### config.mk
export PLATFORM = sky130hd
export DESIGN_NAME = clipped_sprite_blitter_unit_flat
export DESIGN_NICKNAME = d
export VERILOG_FILES = /design/src/design/csb_pkg.sv /design/src/design/csb_req_if.sv /design/src/design/csb_rsp_if.sv /design/src/design/csb_result_buf.sv /design/src/design/clipped_sprite_blitter_unit.sv /design/src/flat_wrapper.sv
export SDC_FILE = /design/constraint.sdc
export NUM_CORES = 1
export LEC_CHECK = 0
export BUFFER_PORTS_ARGS = -buffer_cell sky130_fd_sc_hd__buf_2
export CORE_MARGIN = 3
export CORE_UTILIZATION = 50
export CTS_CLUSTER_SIZE = 8
export DETAILED_ROUTE_END_ITERATION = 8
export PLACE_DENSITY_LB_ADDON = 0.08
export SLEW_MARGIN = 40
export SYNTH_ARGS = -nofsm -noshare
export SYNTH_HDL_FRONTEND = slang
export SYNTH_HIERARCHICAL = 1
export SYNTH_SLANG_ARGS = --single-unit
### constraint.sdc
create_clock -name clock -period 4.6 [get_ports clock]
set_clock_uncertainty 0.1 [all_clocks]
set_input_delay 0.69 -clock clock [delete_from_list [all_inputs] [get_ports clock]]
set_output_delay 0.69 -clock clock [all_outputs]
set_load 0.01 [all_outputs]
### src/design/csb_pkg.sv
package csb_pkg;

   localparam int SCREEN_WIDTH    = 320;
   localparam int SCREEN_HEIGHT   = 240;
   localparam int SPRITE_SIDE_MAX = 255;

   localparam int COLOUR_W = 16;
   localparam int ADDR_W   = 32;
   localparam int COUNT_W  = 8;
   localparam int ORIGIN_W = 11;
   localparam int POS_W    = ORIGIN_W + 1;
   localparam int SIDE_W   = 10;
   localparam int CSR_IDX_W  = 3;
   localparam int CSR_DATA_W = 32;
   localparam int ROW_SHIFT  = 10;

   localparam logic [COLOUR_W-1:0] KEY_COLOUR = 16'h0000;

   typedef enum logic [CSR_IDX_W-1:0] {
      REG_ORIGIN_X      = 3'd0,
      REG_ORIGIN_Y      = 3'd1,
      REG_SPRITE_WIDTH  = 3'd2,
      REG_SPRITE_HEIGHT = 3'd3,
      REG_FRAME_BASE    = 3'd4
   } csr_index_type;

   typedef struct packed {
      logic [ADDR_W-1:0]   write_address;
      logic [COLOUR_W-1:0] write_colour;
   } result_type;

endpackage

### src/design/csb_req_if.sv
interface csb_req_if;
   import csb_pkg::*;

   logic                valid;
   logic                ready;
   logic [COLOUR_W-1:0] pixel_colour;

   modport source (output valid, output pixel_colour, input ready);
   modport sink   (input valid, input pixel_colour, output ready);
endinterface

### src/design/csb_rsp_if.sv
interface csb_rsp_if;
   import csb_pkg::*;

   logic                valid;
   logic                ready;
   logic [ADDR_W-1:0]   write_address;
   logic [COLOUR_W-1:0] write_colour;

   modport source (output valid, output write_address, output write_colour, input ready);
   modport sink   (input valid, input write_address, input write_colour, output ready);
endinterface

### src/design/csb_result_buf.sv
module csb_result_buf (
   input  logic                 clock,
   input  logic                 reset,
   input  logic                 push,
   input  csb_pkg::result_type  push_data,
   output logic                 has_room,
   output logic                 out_valid,
   input  logic                 out_ready,
   output csb_pkg::result_type  out_data
);
   import csb_pkg::*;

   result_type  entry_ff [2];
   logic        wr_ptr_ff, wr_ptr_in;
   logic        rd_ptr_ff, rd_ptr_in;
   logic [1:0]  count_ff, count_in;
   logic        pop;

   assign out_valid = (count_ff != 2'd0);
   assign has_room  = (count_ff != 2'd2);
   assign out_data  = entry_ff[rd_ptr_ff];
   assign pop       = out_valid && out_ready;

   always_comb begin
      wr_ptr_in = push ? ~wr_ptr_ff : wr_ptr_ff;
      rd_ptr_in = pop  ? ~rd_ptr_ff : rd_ptr_ff;
      count_in  = count_ff;
      if (push && !pop) begin
         count_in = count_ff + 2'd1;
      end else if (pop && !push) begin
         count_in = count_ff - 2'd1;
      end
   end

   always_ff @(posedge clock) begin
      if (reset) begin
         wr_ptr_ff <= 1'b0;
         rd_ptr_ff <= 1'b0;
         count_ff  <= 2'd0;
      end else begin
         wr_ptr_ff <= wr_ptr_in;
         rd_ptr_ff <= rd_ptr_in;
         count_ff  <= count_in;
      end
   end

   always_ff @(posedge clock) begin
      if (push) begin
         entry_ff[wr_ptr_ff] <= push_data;
      end
   end

endmodule

### src/design/clipped_sprite_blitter_unit.sv
// a drawn pixel is registered in the result queue and shows on rsp_chan when it reaches the queue head
// throughput: one request per cycle while the result queue has room, set by the combinational clip and address logic
// a two-entry result queue keeps requests flowing while one result waits to be taken
// clipped and transparent pixels advance the counters and produce no result
// reset (synchronous, active high) clears counters and queue, registers to defaults
module clipped_sprite_blitter_unit (
   input  logic                             clock,
   input  logic                             reset,
   csb_req_if.sink                          req_chan,
   csb_rsp_if.source                        rsp_chan,
   input  logic                             csr_write_enable,
   input  logic [csb_pkg::CSR_IDX_W-1:0]    csr_index,
   input  logic [csb_pkg::CSR_DATA_W-1:0]   csr_data
);
   import csb_pkg::*;

   logic [ORIGIN_W-1:0] origin_x_ff, origin_y_ff;
   logic [COUNT_W-1:0]  sprite_width_ff, sprite_height_ff;
   logic [ADDR_W-1:0]   frame_base_ff;
   logic [COUNT_W-1:0]  column_count_ff, column_count_in;
   logic [COUNT_W-1:0]  row_count_ff, row_count_in;

   logic [SIDE_W-1:0]   eff_width, eff_height;
   logic [POS_W-1:0]    x_pos, y_pos;
   logic                on_screen, accept, push, has_room;
   logic                row_end, sprite_end;
   result_type          result, out_data;

   localparam logic [SIDE_W-1:0] SideMax = SIDE_W'(SPRITE_SIDE_MAX);
   localparam logic [POS_W-1:0]  ScrW    = POS_W'(SCREEN_WIDTH);
   localparam logic [POS_W-1:0]  ScrH    = POS_W'(SCREEN_HEIGHT);

   assign req_chan.ready = has_room;
   assign accept = req_chan.valid && has_room;

   always_comb begin
      eff_width  = ({2'b00, sprite_width_ff}  > SideMax) ? SideMax : {2'b00, sprite_width_ff};
      eff_height = ({2'b00, sprite_height_ff} > SideMax) ? SideMax : {2'b00, sprite_height_ff};

      x_pos = {origin_x_ff[ORIGIN_W-1], origin_x_ff} + POS_W'(column_count_ff);
      y_pos = {origin_y_ff[ORIGIN_W-1], origin_y_ff} + POS_W'(row_count_ff);
      on_screen = !x_pos[POS_W-1] && (x_pos < ScrW) && !y_pos[POS_W-1] && (y_pos < ScrH);

      result.write_address = frame_base_ff
                           + (ADDR_W'(y_pos[POS_W-2:0]) << ROW_SHIFT)
                           + (ADDR_W'(x_pos[POS_W-2:0]) << 1);
      result.write_colour  = req_chan.pixel_colour;
      push = accept && on_screen && (req_chan.pixel_colour != KEY_COLOUR);

      // zero sizes behave as one, since count + 1 is always >= 0
      row_end    = (SIDE_W'(column_count_ff) + SIDE_W'(1)) >= eff_width;
      sprite_end = (SIDE_W'(row_count_ff) + SIDE_W'(1)) >= eff_height;

      column_count_in = column_count_ff;
      row_count_in    = row_count_ff;
      if (accept) begin
         if (row_end) begin
            column_count_in = '0;
            row_count_in    = sprite_end ? '0 : row_count_ff + COUNT_W'(1);
         end else begin
            column_count_in = column_count_ff + COUNT_W'(1);
         end
      end
   end

   always_ff @(posedge clock) begin
      if (reset) begin
         column_count_ff <= '0;
         row_count_ff    <= '0;
      end else begin
         column_count_ff <= column_count_in;
         row_count_ff    <= row_count_in;
      end
   end

   always_ff @(posedge clock) begin
      if (reset) begin
         origin_x_ff      <= '0;
         origin_y_ff      <= '0;
         sprite_width_ff  <= COUNT_W'(48);
         sprite_height_ff <= COUNT_W'(48);
         frame_base_ff    <= '0;
      end else if (csr_write_enable) begin
         unique case (csr_index)
            REG_ORIGIN_X:      origin_x_ff      <= csr_data[ORIGIN_W-1:0];
            REG_ORIGIN_Y:      origin_y_ff      <= csr_data[ORIGIN_W-1:0];
            REG_SPRITE_WIDTH:  sprite_width_ff  <= csr_data[COUNT_W-1:0];
            REG_SPRITE_HEIGHT: sprite_height_ff <= csr_data[COUNT_W-1:0];
            REG_FRAME_BASE:    frame_base_ff    <= csr_data[ADDR_W-1:0];
            default: begin
            end
         endcase
      end
   end

   csb_result_buf u_result_buf (
      .clock     (clock),
      .reset     (reset),
      .push      (push),
      .push_data (result),
      .has_room  (has_room),
      .out_valid (rsp_chan.valid),
      .out_ready (rsp_chan.ready),
      .out_data  (out_data)
   );

   assign rsp_chan.write_address = out_data.write_address;
   assign rsp_chan.write_colour  = out_data.write_colour;

endmodule

### src/flat_wrapper.sv
// flat-port wrapper written by rule: the top's interface ports become plain ports
module clipped_sprite_blitter_unit_flat import csb_pkg::*;
  (clock, reset, csr_write_enable, csr_index, csr_data, req_chan_valid, req_chan_pixel_colour, req_chan_ready, rsp_chan_valid, rsp_chan_write_address, rsp_chan_write_colour, rsp_chan_ready);
  csb_req_if req_chan_i ();
  csb_rsp_if rsp_chan_i ();
  input  logic clock;
  input  logic reset;
  input  logic csr_write_enable;
  input  logic [csb_pkg::CSR_IDX_W-1:0] csr_index;
  input  logic [csb_pkg::CSR_DATA_W-1:0] csr_data;
  input wire logic [$bits(req_chan_i.valid)-1:0] req_chan_valid;
  input wire logic [$bits(req_chan_i.pixel_colour)-1:0] req_chan_pixel_colour;
  output wire logic [$bits(req_chan_i.ready)-1:0] req_chan_ready;
  output wire logic [$bits(rsp_chan_i.valid)-1:0] rsp_chan_valid;
  output wire logic [$bits(rsp_chan_i.write_address)-1:0] rsp_chan_write_address;
  output wire logic [$bits(rsp_chan_i.write_colour)-1:0] rsp_chan_write_colour;
  input wire logic [$bits(rsp_chan_i.ready)-1:0] rsp_chan_ready;
  assign req_chan_i.valid = req_chan_valid;
  assign req_chan_i.pixel_colour = req_chan_pixel_colour;
  assign req_chan_ready = req_chan_i.ready;
  assign rsp_chan_valid = rsp_chan_i.valid;
  assign rsp_chan_write_address = rsp_chan_i.write_address;
  assign rsp_chan_write_colour = rsp_chan_i.write_colour;
  assign rsp_chan_i.ready = rsp_chan_ready;
  clipped_sprite_blitter_unit u_core (.clock(clock), .reset(reset), .req_chan(req_chan_i), .rsp_chan(rsp_chan_i), .csr_write_enable(csr_write_enable), .csr_index(csr_index), .csr_data(csr_data));
endmodule
* Word-level counts from Yosys, hierarchy flattened *
Memory sizes are Yosys's and may differ from the RTL's. A register that Yosys moved wholly into a read port is not among the register bits.
Index checks and enable logic that the tools add are counted.

word-level totals
  register bits = 90
  RAM bits = 96
  bits of input ports = 56
  output and inout bits = 50
  logic and storage cells = 63
  memories = 1

cells by class
  add/sub/neg operators = 10
  order comparisons = 4
  eq/ne operators = 5
  muxes and demuxes = 8
  bitwise logic cells = 2
  reductions and logical operators = 23

memory list
  memory                        words  width  read ports  clocked after memory_dff  wr ports  RTL line              text
  u_core.u_result_buf.entry_ff  2      48     1           1                         1         csb_result_buf.sv:13  result_type entry_ff [2];

operators with widths
  operator                                                      number
  adder 32 x 12 -> 32 bit                                       1
  adder 32 x 21 -> 32 bit                                       1
  adder 11 x 9 -> 12 bit                                        2
  greater-or-equal comparator 10 x 8 -> 1 bit                   2
  adder 8 x 1 -> 9 bit (second input constant)                  2
  adder 8 x 1 -> 8 bit (second input constant)                  2
  two-way mux 8 bit                                             2
  nonzero test 16 bit                                           1
  less-than comparator 12 x 8 -> 1 bit (second input constant)  1
  less-than comparator 12 x 9 -> 1 bit (second input constant)  1
  AND reduction 2 bit                                           6
  logical AND 1 bit                                             9
  equality test 3 x 2 -> 1 bit (second input constant)          2
  zero test 1 bit                                               4
  two-way mux 1 bit                                             4
  two-way mux 2 bit                                             2
  nonzero test 2 bit                                            2
  equality test 3 x 1 -> 1 bit (second input constant)          1
  equality test 3 bit (second input constant)                   1
  zero test 3 bit                                               1
  adder 2 x 1 -> 2 bit (second input constant)                  1
  != test 2 bit (second input constant)                         1
  NOT 1 bit                                                     2
  subtractor 2 x 1 -> 2 bit (second input constant)             1

* Logic depth before layout (Yosys ltp) *
Gate-level depths: netlist (run 1).

  word-level depth = 11
  mapped depth = 18
  gate-level depth less buffers = 18

* Cells and area by module *
Netlist (run 1), hierarchy kept.

by module, submodules not included
  module                       times used  cells each  area each (sq um)  sequential area each (sq um)
  clipped_sprite_blitter_unit  1           758         5955.7             1721.7
  csb_result_buf               1           171         3672.3             2982.9

* Worst setup path after synthesis (run 1) *
OpenSTA, ideal clock, no wires.

  path kind = register to register
  start = register u_core.row_count_ff[0]
  end = memory u_core/u_result_buf/entry_ff[0][0] (netlist name), enable pin
  setup time = 0.459 ns
  arrival time = 4.524 ns
  data required time = 4.041 ns
  path slack = -0.483 ns
  stages on the path, launching flop included = 12
  buffers on the path = 0
  clock period less this slack = 5.083 ns
  cell sequence = dfxtp_1 > ha_1 > inv_1 > fa_1 > nand2b_1 > a21oi_1 > o22ai_1 > o21ai_0 > and4_1 > nand3_1 > nor4b_2 > nor2b_1

on the way
  cells in the longest elaborated chain, start to end = 8
  elaborated cells on any way between the ends = 9
  those cells by class = add/sub: 1; order compare: 1; mux: 2; reduce/logical: 5

ends and longest elaborated chain
  what                                                                          RTL line                           text
  start: declaration                                                            clipped_sprite_blitter_unit.sv:21  logic [COUNT_W-1:0] row_count_ff, row_count_in;
  start signal: assignment                                                      clipped_sprite_blitter_unit.sv:72  row_count_ff <= row_count_in;
  adder 11 x 9 -> 12 bit (*)                                                    clipped_sprite_blitter_unit.sv:41  y_pos = {origin_y_ff[ORIGIN_W-1], origin_y_ff} + POS_W'(row_count_ff);
  branches (longest 2 deep; another with less-than comparator 12 x 8 -> 1 bit)  n/a
  logical AND 1 bit (*)                                                         clipped_sprite_blitter_unit.sv:42  on_screen = !x_pos[POS_W-1] && (x_pos < ScrW) && !y_pos[POS_W-1] && (y_pos < ScrH);
  logical AND 1 bit (*) (2 in series)                                           clipped_sprite_blitter_unit.sv:48  push = accept && on_screen && (req_chan.pixel_colour != KEY_COLOUR);
  via u_core.push                                                               clipped_sprite_blitter_unit.sv:25  logic on_screen, accept, push, has_room;
  two-way mux 1 bit (*)                                                         csb_result_buf.sv:48               if (push) begin
  two-way mux 1 bit (implied by the code) (*)                                   csb_result_buf.sv:49               entry_ff[wr_ptr_ff] <= push_data;
  end: declaration                                                              csb_result_buf.sv:13

Mark *: on every way through the listed nets, which the timed path passes.

==> results.py, run 1 <==
metrics = {
    "run_status": {
        "outcome": "completed",
    },
    "setup_path": {
        "cp_max_fo": 5,
        "worstPathRequired_ns": 4.67,
        "crit_buf_inv": 2,
        "cp-start-kind": "register",
        "path_class": "register to register",
        "crit_family": "adder cells",
        "worstPathCellList": "ha_1 > inv_1 > fa_1 > nor2b_2 > o31a_1 > o21a_1 > nand3_1 > xor2_1 > fa_1 > inv_1 > ha_1 > a21oi_2 > o211ai_1 > a221o_1 > a211oi_2 > o31a_4 > nor2_2 > xor2_1",
        "critical_path.endpoint_type": "register",
        "critical_path_arrival_ns": 4.47,
        "max_stage_delay_ns": 0.51,
        "critical_path.slowest_cell": "fa_1",
    },
    "clocking": {
        "cts_buffers": 17,
        "cts_max_level": 4,
        "cts_sinks": 187,
        "clkTransAtPathRegs_ns": 0.07,
        "clk_latency_ns": 0.43,
        "cts_max_path_buffers": 2,
        "cts_tree": "yes",
        "clock-root-buffer": "clkbuf_16",
        "postCtsSetupBuffers": 0,
        "cts_resized": 0,
        "hold_buffers": 0,
    },
    "pwr": {
        "clkPwrFrac": 0.335,
        "sequentialPowerShare": 0.477,
        "ir_drop_uv": 261,
        "switching_share": 0.282,
        "powerDensity_nw_per_um2": 381,
        "combPwrFrac": 0.188,
        "p_leak_uw": 0.00457,
        "internal_power_uw": 3020,
        "p_switching_uw": 1190,
        "total_power_uw": 4200,
    },
    "global_routing": {
        "grt_start_max_net_pins": 73,
        "grt_pass1_wl_mm": 31.7,
        "grt_overflow": 0,
        "grt_usage": 0.191,
        "grt_pass1_vias": 6513,
        "antenna_found_initial": 0,
    },
    "place": {
        "port_buffers": 105,
        "gp_congestion": 0.894,
        "dp.cells": 1275,
        "dp_hpwl_mm": 14.5,
    },
    "timing": {
        "timing.final.crit_share": 0.956,
        "drv_slew": 0,
        "fin_setup_tns_ns": 0,
        "holdWs_ns": 0.356,
        "worst_slew_pin_slew_ns": 0.765,
        "report.final.hold_viol_count": 0,
        "fin_crit_ns": 4.40,
        "finalSetupViolCount": 0,
        "rsz0062_at_grt": "no",
        "relSlewSlack": 0.490,
        "fmax_ghz": 0.227,
    },
    "synthesis": {
        "syn-cell-area_sq_um": 9630,
        "synth_cell_types": 66,
        "synth_edf_count": 96,
        "synth-seq-area-share": 0.489,
        "synth-seq-cells": 187,
        "yosysWarnings": 6,
        "async_reset_ff_frac": 0,
        "postSynthNetCount": 1063,
        "synthFlopType": "edfxtp_1",
        "syn_avg_cell_area_sq_um": 10.4,
        "synth_cells": 929,
    },
    "route": {
        "vias": 6847,
        "detail-route-antenna-nets": 0,
        "drc": 0,
        "routedWlPerCell_um": 15.1,
        "finalWirelength_mm": 19.8,
        "dr.first_iter.drc_count": 357,
        "avgViaCountPerCell": 5.24,
        "drtPass1Iterations": 4,
    },
    "floorplanning": {
        "pin_count": 106,
        "die-area_sq_um": 21000,
        "core_sq_um": 18800,
        "start_util": 0.511,
        "die_h_um": 145,
        "rows": 50,
        "fp.dieW_um": 145,
    },
    "finish": {
        "drive_above_1_share": 0.215,
        "layout_common_cells": "nand2_1, buf_2, a21oi_1, edfxtp_1, dfxtp_1",
        "fin_cells": 1307,
        "antenna_cells": 0,
        "register_area_sq_um": 4710,
        "multiInputGateArea_sq_um": 4660,
        "nets": 1168,
        "final_util": 0.585,
        "final_common_cell": "nand2_1",
        "areaGrowthSynthToFinish_pct": 14.5,
        "nFillCells": 1628,
    },
    "min_path": {
        "hp-class": "register to register",
    },
    "flow_run": {
        "cap_violations": 0,
    },
}
-- sequential cells by signal (all words and copies together), names as in the netlist, 8 cells and up, named ones only --
register / count
u_core/u_result_buf/entry_ff: 96
u_core/frame_base_ff: 32
u_core/origin_x_ff: 11
u_core/origin_y_ff: 11
u_core/column_count_ff: 8
u_core/row_count_ff: 8
u_core/sprite_height_ff: 8
u_core/sprite_width_ff: 8
-- cells in the mapped netlist (6+ instances only) --
cell | n | share of area
nand2_1 | 168 | 0.065
a21oi_1 | 98 | 0.051
edfxtp_1 | 96 | 0.30
dfxtp_1 | 91 | 0.19
ha_1 | 73 | 0.095
nor2_1 | 51 | 0.020
mux2_2 | 49 | 0.057
inv_1 | 40 | 0.016
xnor2_1 | 37 | 0.034
clkbuf_1 | 21 | 0.0082
xor2_1 | 21 | 0.019
nand3_1 | 18 | 0.0094
o21ai_0 | 18 | 0.0094
a21o_1 | 12 | 0.0094
and3_1 | 9 | 0.0058
o211ai_1 | 8 | 0.0062
mux2i_1 | 7 | 0.0073
o21a_1 | 7 | 0.0055
o21ai_1 | 7 | 0.0036
nand2b_1 | 6 | 0.0039
nor4_1 | 6 | 0.0039
-- area by class of cell --
cell class                      count  share of cell area
Multi-Input combinational cell    675               0.423
Sequential cell                   187               0.427
Clock inverter                     15              0.0135
Tap cell                          260              0.0295
Inverter                           40              0.0136
Timing Repair Buffer              113              0.0554
Clock buffer                       17              0.0386
-- final timing paths --
kind | startpoint | end | slack (ns) | cells after the start
max | u_core/column_count_ff[0] | u_core/u_result_buf/entry_ff[0][42] | 0.20 | 18
min reg2reg | u_core/sprite_height_ff[3] | u_core/sprite_height_ff[3] | 0.36 | 2
max reg2reg | u_core/column_count_ff[0] | u_core/u_result_buf/entry_ff[0][42] | 0.20 | 18
min | u_core/sprite_height_ff[3] | u_core/sprite_height_ff[3] | 0.36 | 2
-- metrics by stage --
stage	worst slack (ns)	area [sq um]
after global placement	0.248	10400
final	0.204	11000
after global routing	0.0154	11000
after detailed placement	0.191	10400
after CTS	0.113	11000
after floorplan	0.414	9630
-- per-layer routing --
metal  share of wire  up-vias  GRT usage  routed length (um)
met5               0        -          0                   0
met4          0.0075        0     0.0422                 148
met3           0.036       14     0.0361                 703
met2            0.46      120      0.315                9150
met1            0.49     3192      0.264                9780
li1                -     3521          -                   -
-- worst register-to-register path, stage by stage, from the launching register on --
cell      delay, ns
dfxtp_1        0.34
ha_1           0.20
inv_1          0.07
fa_1           0.41
nor2b_2        0.15
o31a_1         0.22
o21a_1         0.18
nand3_1        0.10
xor2_1         0.18
fa_1           0.51
inv_1          0.04
ha_1           0.36
a21oi_2        0.20
o211ai_1       0.10
a221o_1        0.34
a211oi_2       0.22
o31a_4         0.22
nor2_2         0.06
xor2_1         0.15
-- kinds of logic (layout without fill, tap and decap cells) --
logic type,after synthesis,after routing,share of synthesized area
flops,187,187,0.489
fa+ha+maj,78,78,0.105
compound gates,194,194,0.129
mux,56,56,0.0646
xor+xnor,58,58,0.0528
simple gates,289,289,0.131
buf+inv,67,185,0.0291
-- power by group through the flow --
stage | combinational, uW | clock (uW) | sequential [uW]
floorplan | 537 | 0 | 2010
CTS | 803 | 1440 | 2010
global route | 871 | 1510 | 2020
global placement | 798 | 0 | 2040
finish | 790 | 1410 | 2010
detailed placement | 798 | 0 | 2050
Power figures use the tool's default switching activity.
==> run 2: changes to the inputs <==
--- a/config.mk
+++ b/config.mk
@@ -7,7 +7,7 @@
 export LEC_CHECK = 0
 export BUFFER_PORTS_ARGS = -buffer_cell sky130_fd_sc_hd__buf_2
 export CORE_MARGIN = 3
-export CORE_UTILIZATION = 50
+export CORE_UTILIZATION = 40
 export CTS_CLUSTER_SIZE = 8
 export DETAILED_ROUTE_END_ITERATION = 8
 export PLACE_DENSITY_LB_ADDON = 0.08
==> run 2 against run 1 <==
Compared with the run above:
- register-to-register slack better by 0.08 ns
- combinational power barely moved
- clock power about the same
- utilization down 11 points
- setup slack better by 0.080 ns
- fmax increased by 1.8%
==> results.py, run 2 (same netlist as run 1, synthesis figures left out) <==
metrics = {
    "run_status": {
        "outcome": "completed",
    },
    "global_routing": {
        "grt_usage": 0.166,
        "antenna_found_initial": 0,
        "grt_start_max_net_pins": 79,
        "grt_pass1_vias": 6630,
        "grt_overflow": 0,
        "grt_pass1_wl_mm": 34.5,
    },
    "clocking": {
        "clock-root-buffer": "clkbuf_16",
        "cts_max_path_buffers": 2,
        "cts_buffers": 17,
        "cts_tree": "yes",
        "clkTransAtPathRegs_ns": 0.08,
        "cts_max_level": 4,
        "cts_sinks": 187,
        "hold_buffers": 0,
        "clk_latency_ns": 0.43,
    },
    "setup_path": {
        "cp_max_fo": 5,
        "worstPathRequired_ns": 4.67,
        "worstPathCellList": "ha_2 > inv_1 > fa_1 > nor2b_1 > o31a_1 > o21a_1 > nand3_1 > xor2_1 > fa_1 > inv_1 > ha_1 > a21oi_2 > o211ai_1 > a221o_1 > a211oi_2 > o31a_4 > nor2_2 > xor2_1",
        "max_stage_delay_ns": 0.51,
        "critical_path.endpoint_type": "register",
        "cp-start-kind": "register",
        "path_class": "register to register",
        "critical_path_arrival_ns": 4.39,
        "critical_path.slowest_cell": "fa_1",
    },
    "floorplanning": {
        "rows": 56,
        "die_h_um": 161,
        "core_sq_um": 23500,
        "fp.dieW_um": 161,
        "pin_count": 106,
        "die-area_sq_um": 26000,
        "start_util": 0.409,
    },
    "finish": {
        "drive_above_1_share": 0.213,
        "finish.instance_area_sq_um": 11100,
        "areaGrowthSynthToFinish_pct": 15.3,
        "final_util": 0.471,
        "layout_common_cells": "nand2_1, buf_2, a21oi_1, edfxtp_1, dfxtp_1",
        "largest_reg_flops": 96,
        "final_common_cell": "nand2_1",
        "largest-register": "u_core/u_result_buf/entry_ff",
        "fin_cells": 1364,
        "reg_top3": "u_core/u_result_buf/entry_ff x96, u_core/frame_base_ff x32",
        "nFillCells": 2245,
        "nets": 1166,
        "antenna_cells": 0,
    },
    "route": {
        "drtPass1Iterations": 5,
        "dr_wl_met3_um": 682,
        "detail-route-antenna-nets": 0,
        "dr_wl_met2_mm": 9.41,
        "drc": 0,
        "top_layer": "met4",
        "avgViaCountPerCell": 5.00,
        "routedWlPerCell_um": 15.5,
        "dr.first_iter.drc_count": 422,
        "drt-met1-wl_mm": 10.8,
        "finalWirelength_mm": 21.1,
        "vias": 6824,
    },
    "timing": {
        "timing.final.crit_share": 0.938,
        "worst_slew_pin_slew_ns": 0.767,
        "fmax_ghz": 0.232,
        "report.final.hold_viol_count": 0,
        "drv_slew": 0,
        "relSlewSlack": 0.487,
        "finalSetupViolCount": 0,
        "fin_crit_ns": 4.32,
        "holdWs_ns": 0.356,
    },
    "pwr": {
        "powerDensity_nw_per_um2": 381,
        "ir_drop_uv": 206,
        "p_leak_uw": 0.00455,
    },
    "place": {
        "port_buffers": 105,
        "gp_congestion": 0.815,
        "dp_hpwl_mm": 15.3,
        "placed_area_sq_um": 10500,
        "dp.cells": 1332,
    },
    "flow_run": {
        "cap_violations": 0,
    },
    "min_path": {
        "hp-class": "register to register",
    },
}
==> run 2: repair_timing <==
item / in CTS / in global routing
buffers inserted: 0 / 0
gates resized for setup: 0 / 3
endpoints found under the setup margin: 0 / 22
==> run 2: per-layer routing <==
layer,global-route usage,up-vias
li1,-,3517
met1,0.244,3175
met2,0.256,111
met3,0.0264,21
met4,0.0446,0
met5,0,-
==> run 2: report_power, final <==
| part | internal (uW) | switching, uW | leakage, uW |
|---|---|---|---|
| clock network | 723 | 703 | 0.000277 |
| registers | 1930 | 82.5 | 0.00165 |
| logic | 365 | 425 | 0.00263 |
| total | 3020 | 1210 | 0.00455 |
==> run 2: final timing paths <==
kind	cells past startpoint	to	start	slack, ns
max	18	u_core/u_result_buf/entry_ff[1][42]	u_core/column_count_ff[0]	0.28
min	2	u_core/sprite_height_ff[7]	u_core/sprite_height_ff[7]	0.36
max reg2reg	18	u_core/u_result_buf/entry_ff[1][42]	u_core/column_count_ff[0]	0.28
min reg2reg	2	u_core/sprite_height_ff[7]	u_core/sprite_height_ff[7]	0.36
==> run 2: final cells by class <==
class / count / area, sq um / area share
Clock buffer: 17 / 425 / 0.0383
Sequential cell: 187 / 4710 / 0.424
Tap cell: 319 / 399 / 0.0360
Inverter: 40 / 150 / 0.0135
Clock inverter: 15 / 154 / 0.0139
Timing Repair Buffer: 111 / 602 / 0.0542
Multi-Input combinational cell: 675 / 4660 / 0.420
==> run 2: worst max-delay path: cells and delay by family, from the launching register on <==
kind / cells / cell delay [ns]
compound gates: 7 / 1.39
xor+xnor: 2 / 0.32
fa+ha+maj: 4 / 1.47
buf+inv: 2 / 0.09
flops: 1 / 0.35
simple gates: 3 / 0.31
==> run 2: stage by stage <==
step	worst slack (ns)	power (uW)	TNS (ns)
final	0.283	4230	0
after floorplan	0.414	2550	0
after CTS	0.157	4300	0
after global routing	-0.00440	4450	-0.0118
after global placement	0.227	2860	0
after detailed placement	0.185	2850	0
==> run 3: changes to the inputs <==
==> constraint.sdc (replaced) <==
create_clock -name clock -period 4.6 [get_ports clock]
set_clock_uncertainty 0.1 [all_clocks]
set_input_delay 0 -clock clock [delete_from_list [all_inputs] [get_ports clock]]
set_output_delay 0 -clock clock [all_outputs]
set_load 0.01 [all_outputs]
==> run 3 against run 2 <==
Compared with the run above:
- final area is 5.1% higher
- first-iteration DRC count is 15% lower
- largest cell class unchanged
- highest routed layer unchanged
- register-to-register slack hardly changed
==> results.py, run 3 (same netlist as run 1, synthesis figures left out) <==
metrics = {
    "finish": {
        "nets": 1220,
        "antenna_cells": 0,
        "largest_reg_flops": 96,
        "finish.instance_area_sq_um": 11700,
        "areaGrowthSynthToFinish_pct": 21.1,
        "layout_common_cells": "nand2_1, buf_2, a21oi_1, edfxtp_1, dfxtp_1",
        "nFillCells": 2224,
        "multiInputGateArea_sq_um": 4660,
        "largest-register": "u_core/u_result_buf/entry_ff",
        "drive_above_1_share": 0.203,
        "final_util": 0.495,
        "register_area_sq_um": 4710,
        "final_common_cell": "nand2_1",
        "reg_top3": "u_core/u_result_buf/entry_ff x96, u_core/frame_base_ff x32",
    },
    "clocking": {
        "clk_latency_ns": 0.43,
        "cts_tree": "yes",
        "cts_max_level": 4,
        "clkTransAtPathRegs_ns": 0.08,
        "cts_buffers": 17,
        "clock-root-buffer": "clkbuf_16",
        "cts_sinks": 187,
        "cts_max_path_buffers": 2,
    },
    "route": {
        "detail-route-antenna-nets": 0,
        "drc": 0,
        "vias": 7069,
        "finalWirelength_mm": 21.9,
        "routedWlPerCell_um": 15.5,
        "drtPass1Iterations": 5,
        "dr.first_iter.drc_count": 359,
        "avgViaCountPerCell": 4.99,
    },
    "min_path": {
        "hold_start": "csr_index[2]",
        "hp-class": "input port to register",
        "whs_path_depth": 5,
        "whs_endpoint": "u_core/sprite_width_ff[5]",
    },
    "setup_path": {
        "critical_path_arrival_ns": 4.40,
        "r2r_setup_slack_ns": 0.27,
        "cp_max_fo": 5,
        "crit_family": "adder cells",
        "timing.rr.end": "u_core/u_result_buf/entry_ff[0][42]",
        "worstPathCellList": "ha_1 > inv_1 > fa_1 > nor2b_1 > o31a_1 > o21a_1 > nand3_1 > xor2_1 > fa_1 > inv_1 > ha_1 > a21oi_2 > o211ai_1 > a221o_1 > a211oi_2 > o31a_4 > nor2_2 > xor2_1",
        "critical_path.slowest_cell": "fa_1",
        "critical_path.endpoint_type": "register",
        "rr_worst_depth": 18,
        "reg2reg_from": "u_core/column_count_ff[0]",
        "max_stage_delay_ns": 0.51,
        "worstPathRequired_ns": 4.68,
        "cp-start-kind": "register",
        "crit_buf_inv": 2,
        "path_class": "register to register",
    },
    "floorplanning": {
        "rows": 56,
        "die-area_sq_um": 26000,
        "pin_count": 106,
        "core_sq_um": 23500,
        "start_util": 0.409,
        "fp.dieW_um": 161,
        "die_h_um": 161,
    },
    "global_routing": {
        "antenna_found_initial": 0,
        "grt_pass1_vias": 6819,
        "grt_pass1_wl_mm": 35.7,
        "grt_start_max_net_pins": 79,
        "grt_overflow": 0,
        "grt_usage": 0.172,
    },
    "place": {
        "gp_congestion": 0.816,
        "placed_area_sq_um": 10500,
        "dp_hpwl_mm": 15.3,
        "port_buffers": 105,
    },
    "timing": {
        "fin_setup_tns_ns": 0,
        "report.final.hold_viol_count": 0,
        "drv_slew": 0,
        "fmax_ghz": 0.231,
        "fin_crit_ns": 4.33,
        "worst_slew_pin_slew_ns": 0.741,
        "holdWs_ns": 0.0730,
        "finalSetupViolCount": 0,
        "relSlewSlack": 0.504,
        "rsz0062_at_grt": "no",
        "timing.final.crit_share": 0.941,
    },
    "flow_run": {
        "cap_violations": 0,
    },
    "pwr": {
        "powerDensity_nw_per_um2": 372,
        "total_power_uw": 4330,
        "ir_drop_uv": 205,
        "p_leak_uw": 0.00479,
    },
    "run_status": {
        "outcome": "completed",
    },
}
run 3: cell count changes in the layout (fill, tap and decap cells not counted), sizes merged:
cell / previous run / this run
bufinv: 0 / 1
clkinv: 6 / 5
dlygate4sd3: 0 / 54
run 3: worst max-delay path by stage:
stage,startpoint,end,slack (ns),cells after the start
2_1_floorplan,u_core/row_count_ff[0],u_core/u_result_buf/entry_ff[0][0],0.41,11
3_3_place_gp,u_core/origin_x_ff[0],u_core/u_result_buf/entry_ff[0][44],0.23,18
3_5_place_dp,u_core/column_count_ff[0],u_core/u_result_buf/entry_ff[0][46],0.21,18
4_1_cts,u_core/column_count_ff[0],u_core/u_result_buf/entry_ff[0][46],0.16,18
5_1_grt,u_core/origin_x_ff[0],u_core/u_result_buf/entry_ff[0][46],0.007,18
6_report,u_core/column_count_ff[0],u_core/u_result_buf/entry_ff[0][42],0.27,18
run 3: area by class of cell:
type	instances	share of cell area
inverters	40	0.0129
multi-input cells	675	0.400
repair buffers	165	0.0980
clock buffers	17	0.0365
flip-flops and latches	187	0.404
clock inverters	15	0.0151
well taps	319	0.0342
run 3: worst register-to-register path, delay by kind of cell (launching register included):
family,cells,cell delay (ns)
xor gates and xnor gates,2,0.33
buffers and inverters,2,0.11
adders and majority gates,4,1.46
AOI/OAI and AO/OA,7,1.42
and+or+nand+nor,3,0.30
DFF,1,0.34
run 3: through the flow:
step,setup slack (ns),std cells
floorplan,0.414,929
global placement,0.227,1332
CTS,0.164,1417
global route,0.00707,1418
finish,0.273,1418
detailed placement,0.205,1332
run 3: power by group:
group          switching (uW)  leakage, uW  internal [uW]
Combinational             433      0.00286            394
Sequential               82.3      0.00165           1930
Clock                     716     0.000289            778
Total                    1230      0.00479           3100
run 3: routing by layer:
layer | vias up | track usage | share of wire | wire [um]
li1 | 3627 | - | - | -
met1 | 3311 | 0.247 | 0.50 | 10900
met2 | 115 | 0.269 | 0.46 | 10000
met3 | 16 | 0.0290 | 0.036 | 782
met4 | 0 | 0.0497 | 0.011 | 249
met5 | - | 0 | 0 | 0
run 3: timing repair:
item,CTS,global route
hold buffers,53,1
endpoints found under the hold margin,105,49
setup buffers,0,0
gates resized for setup,0,3
setup endpoints to repair,0,22
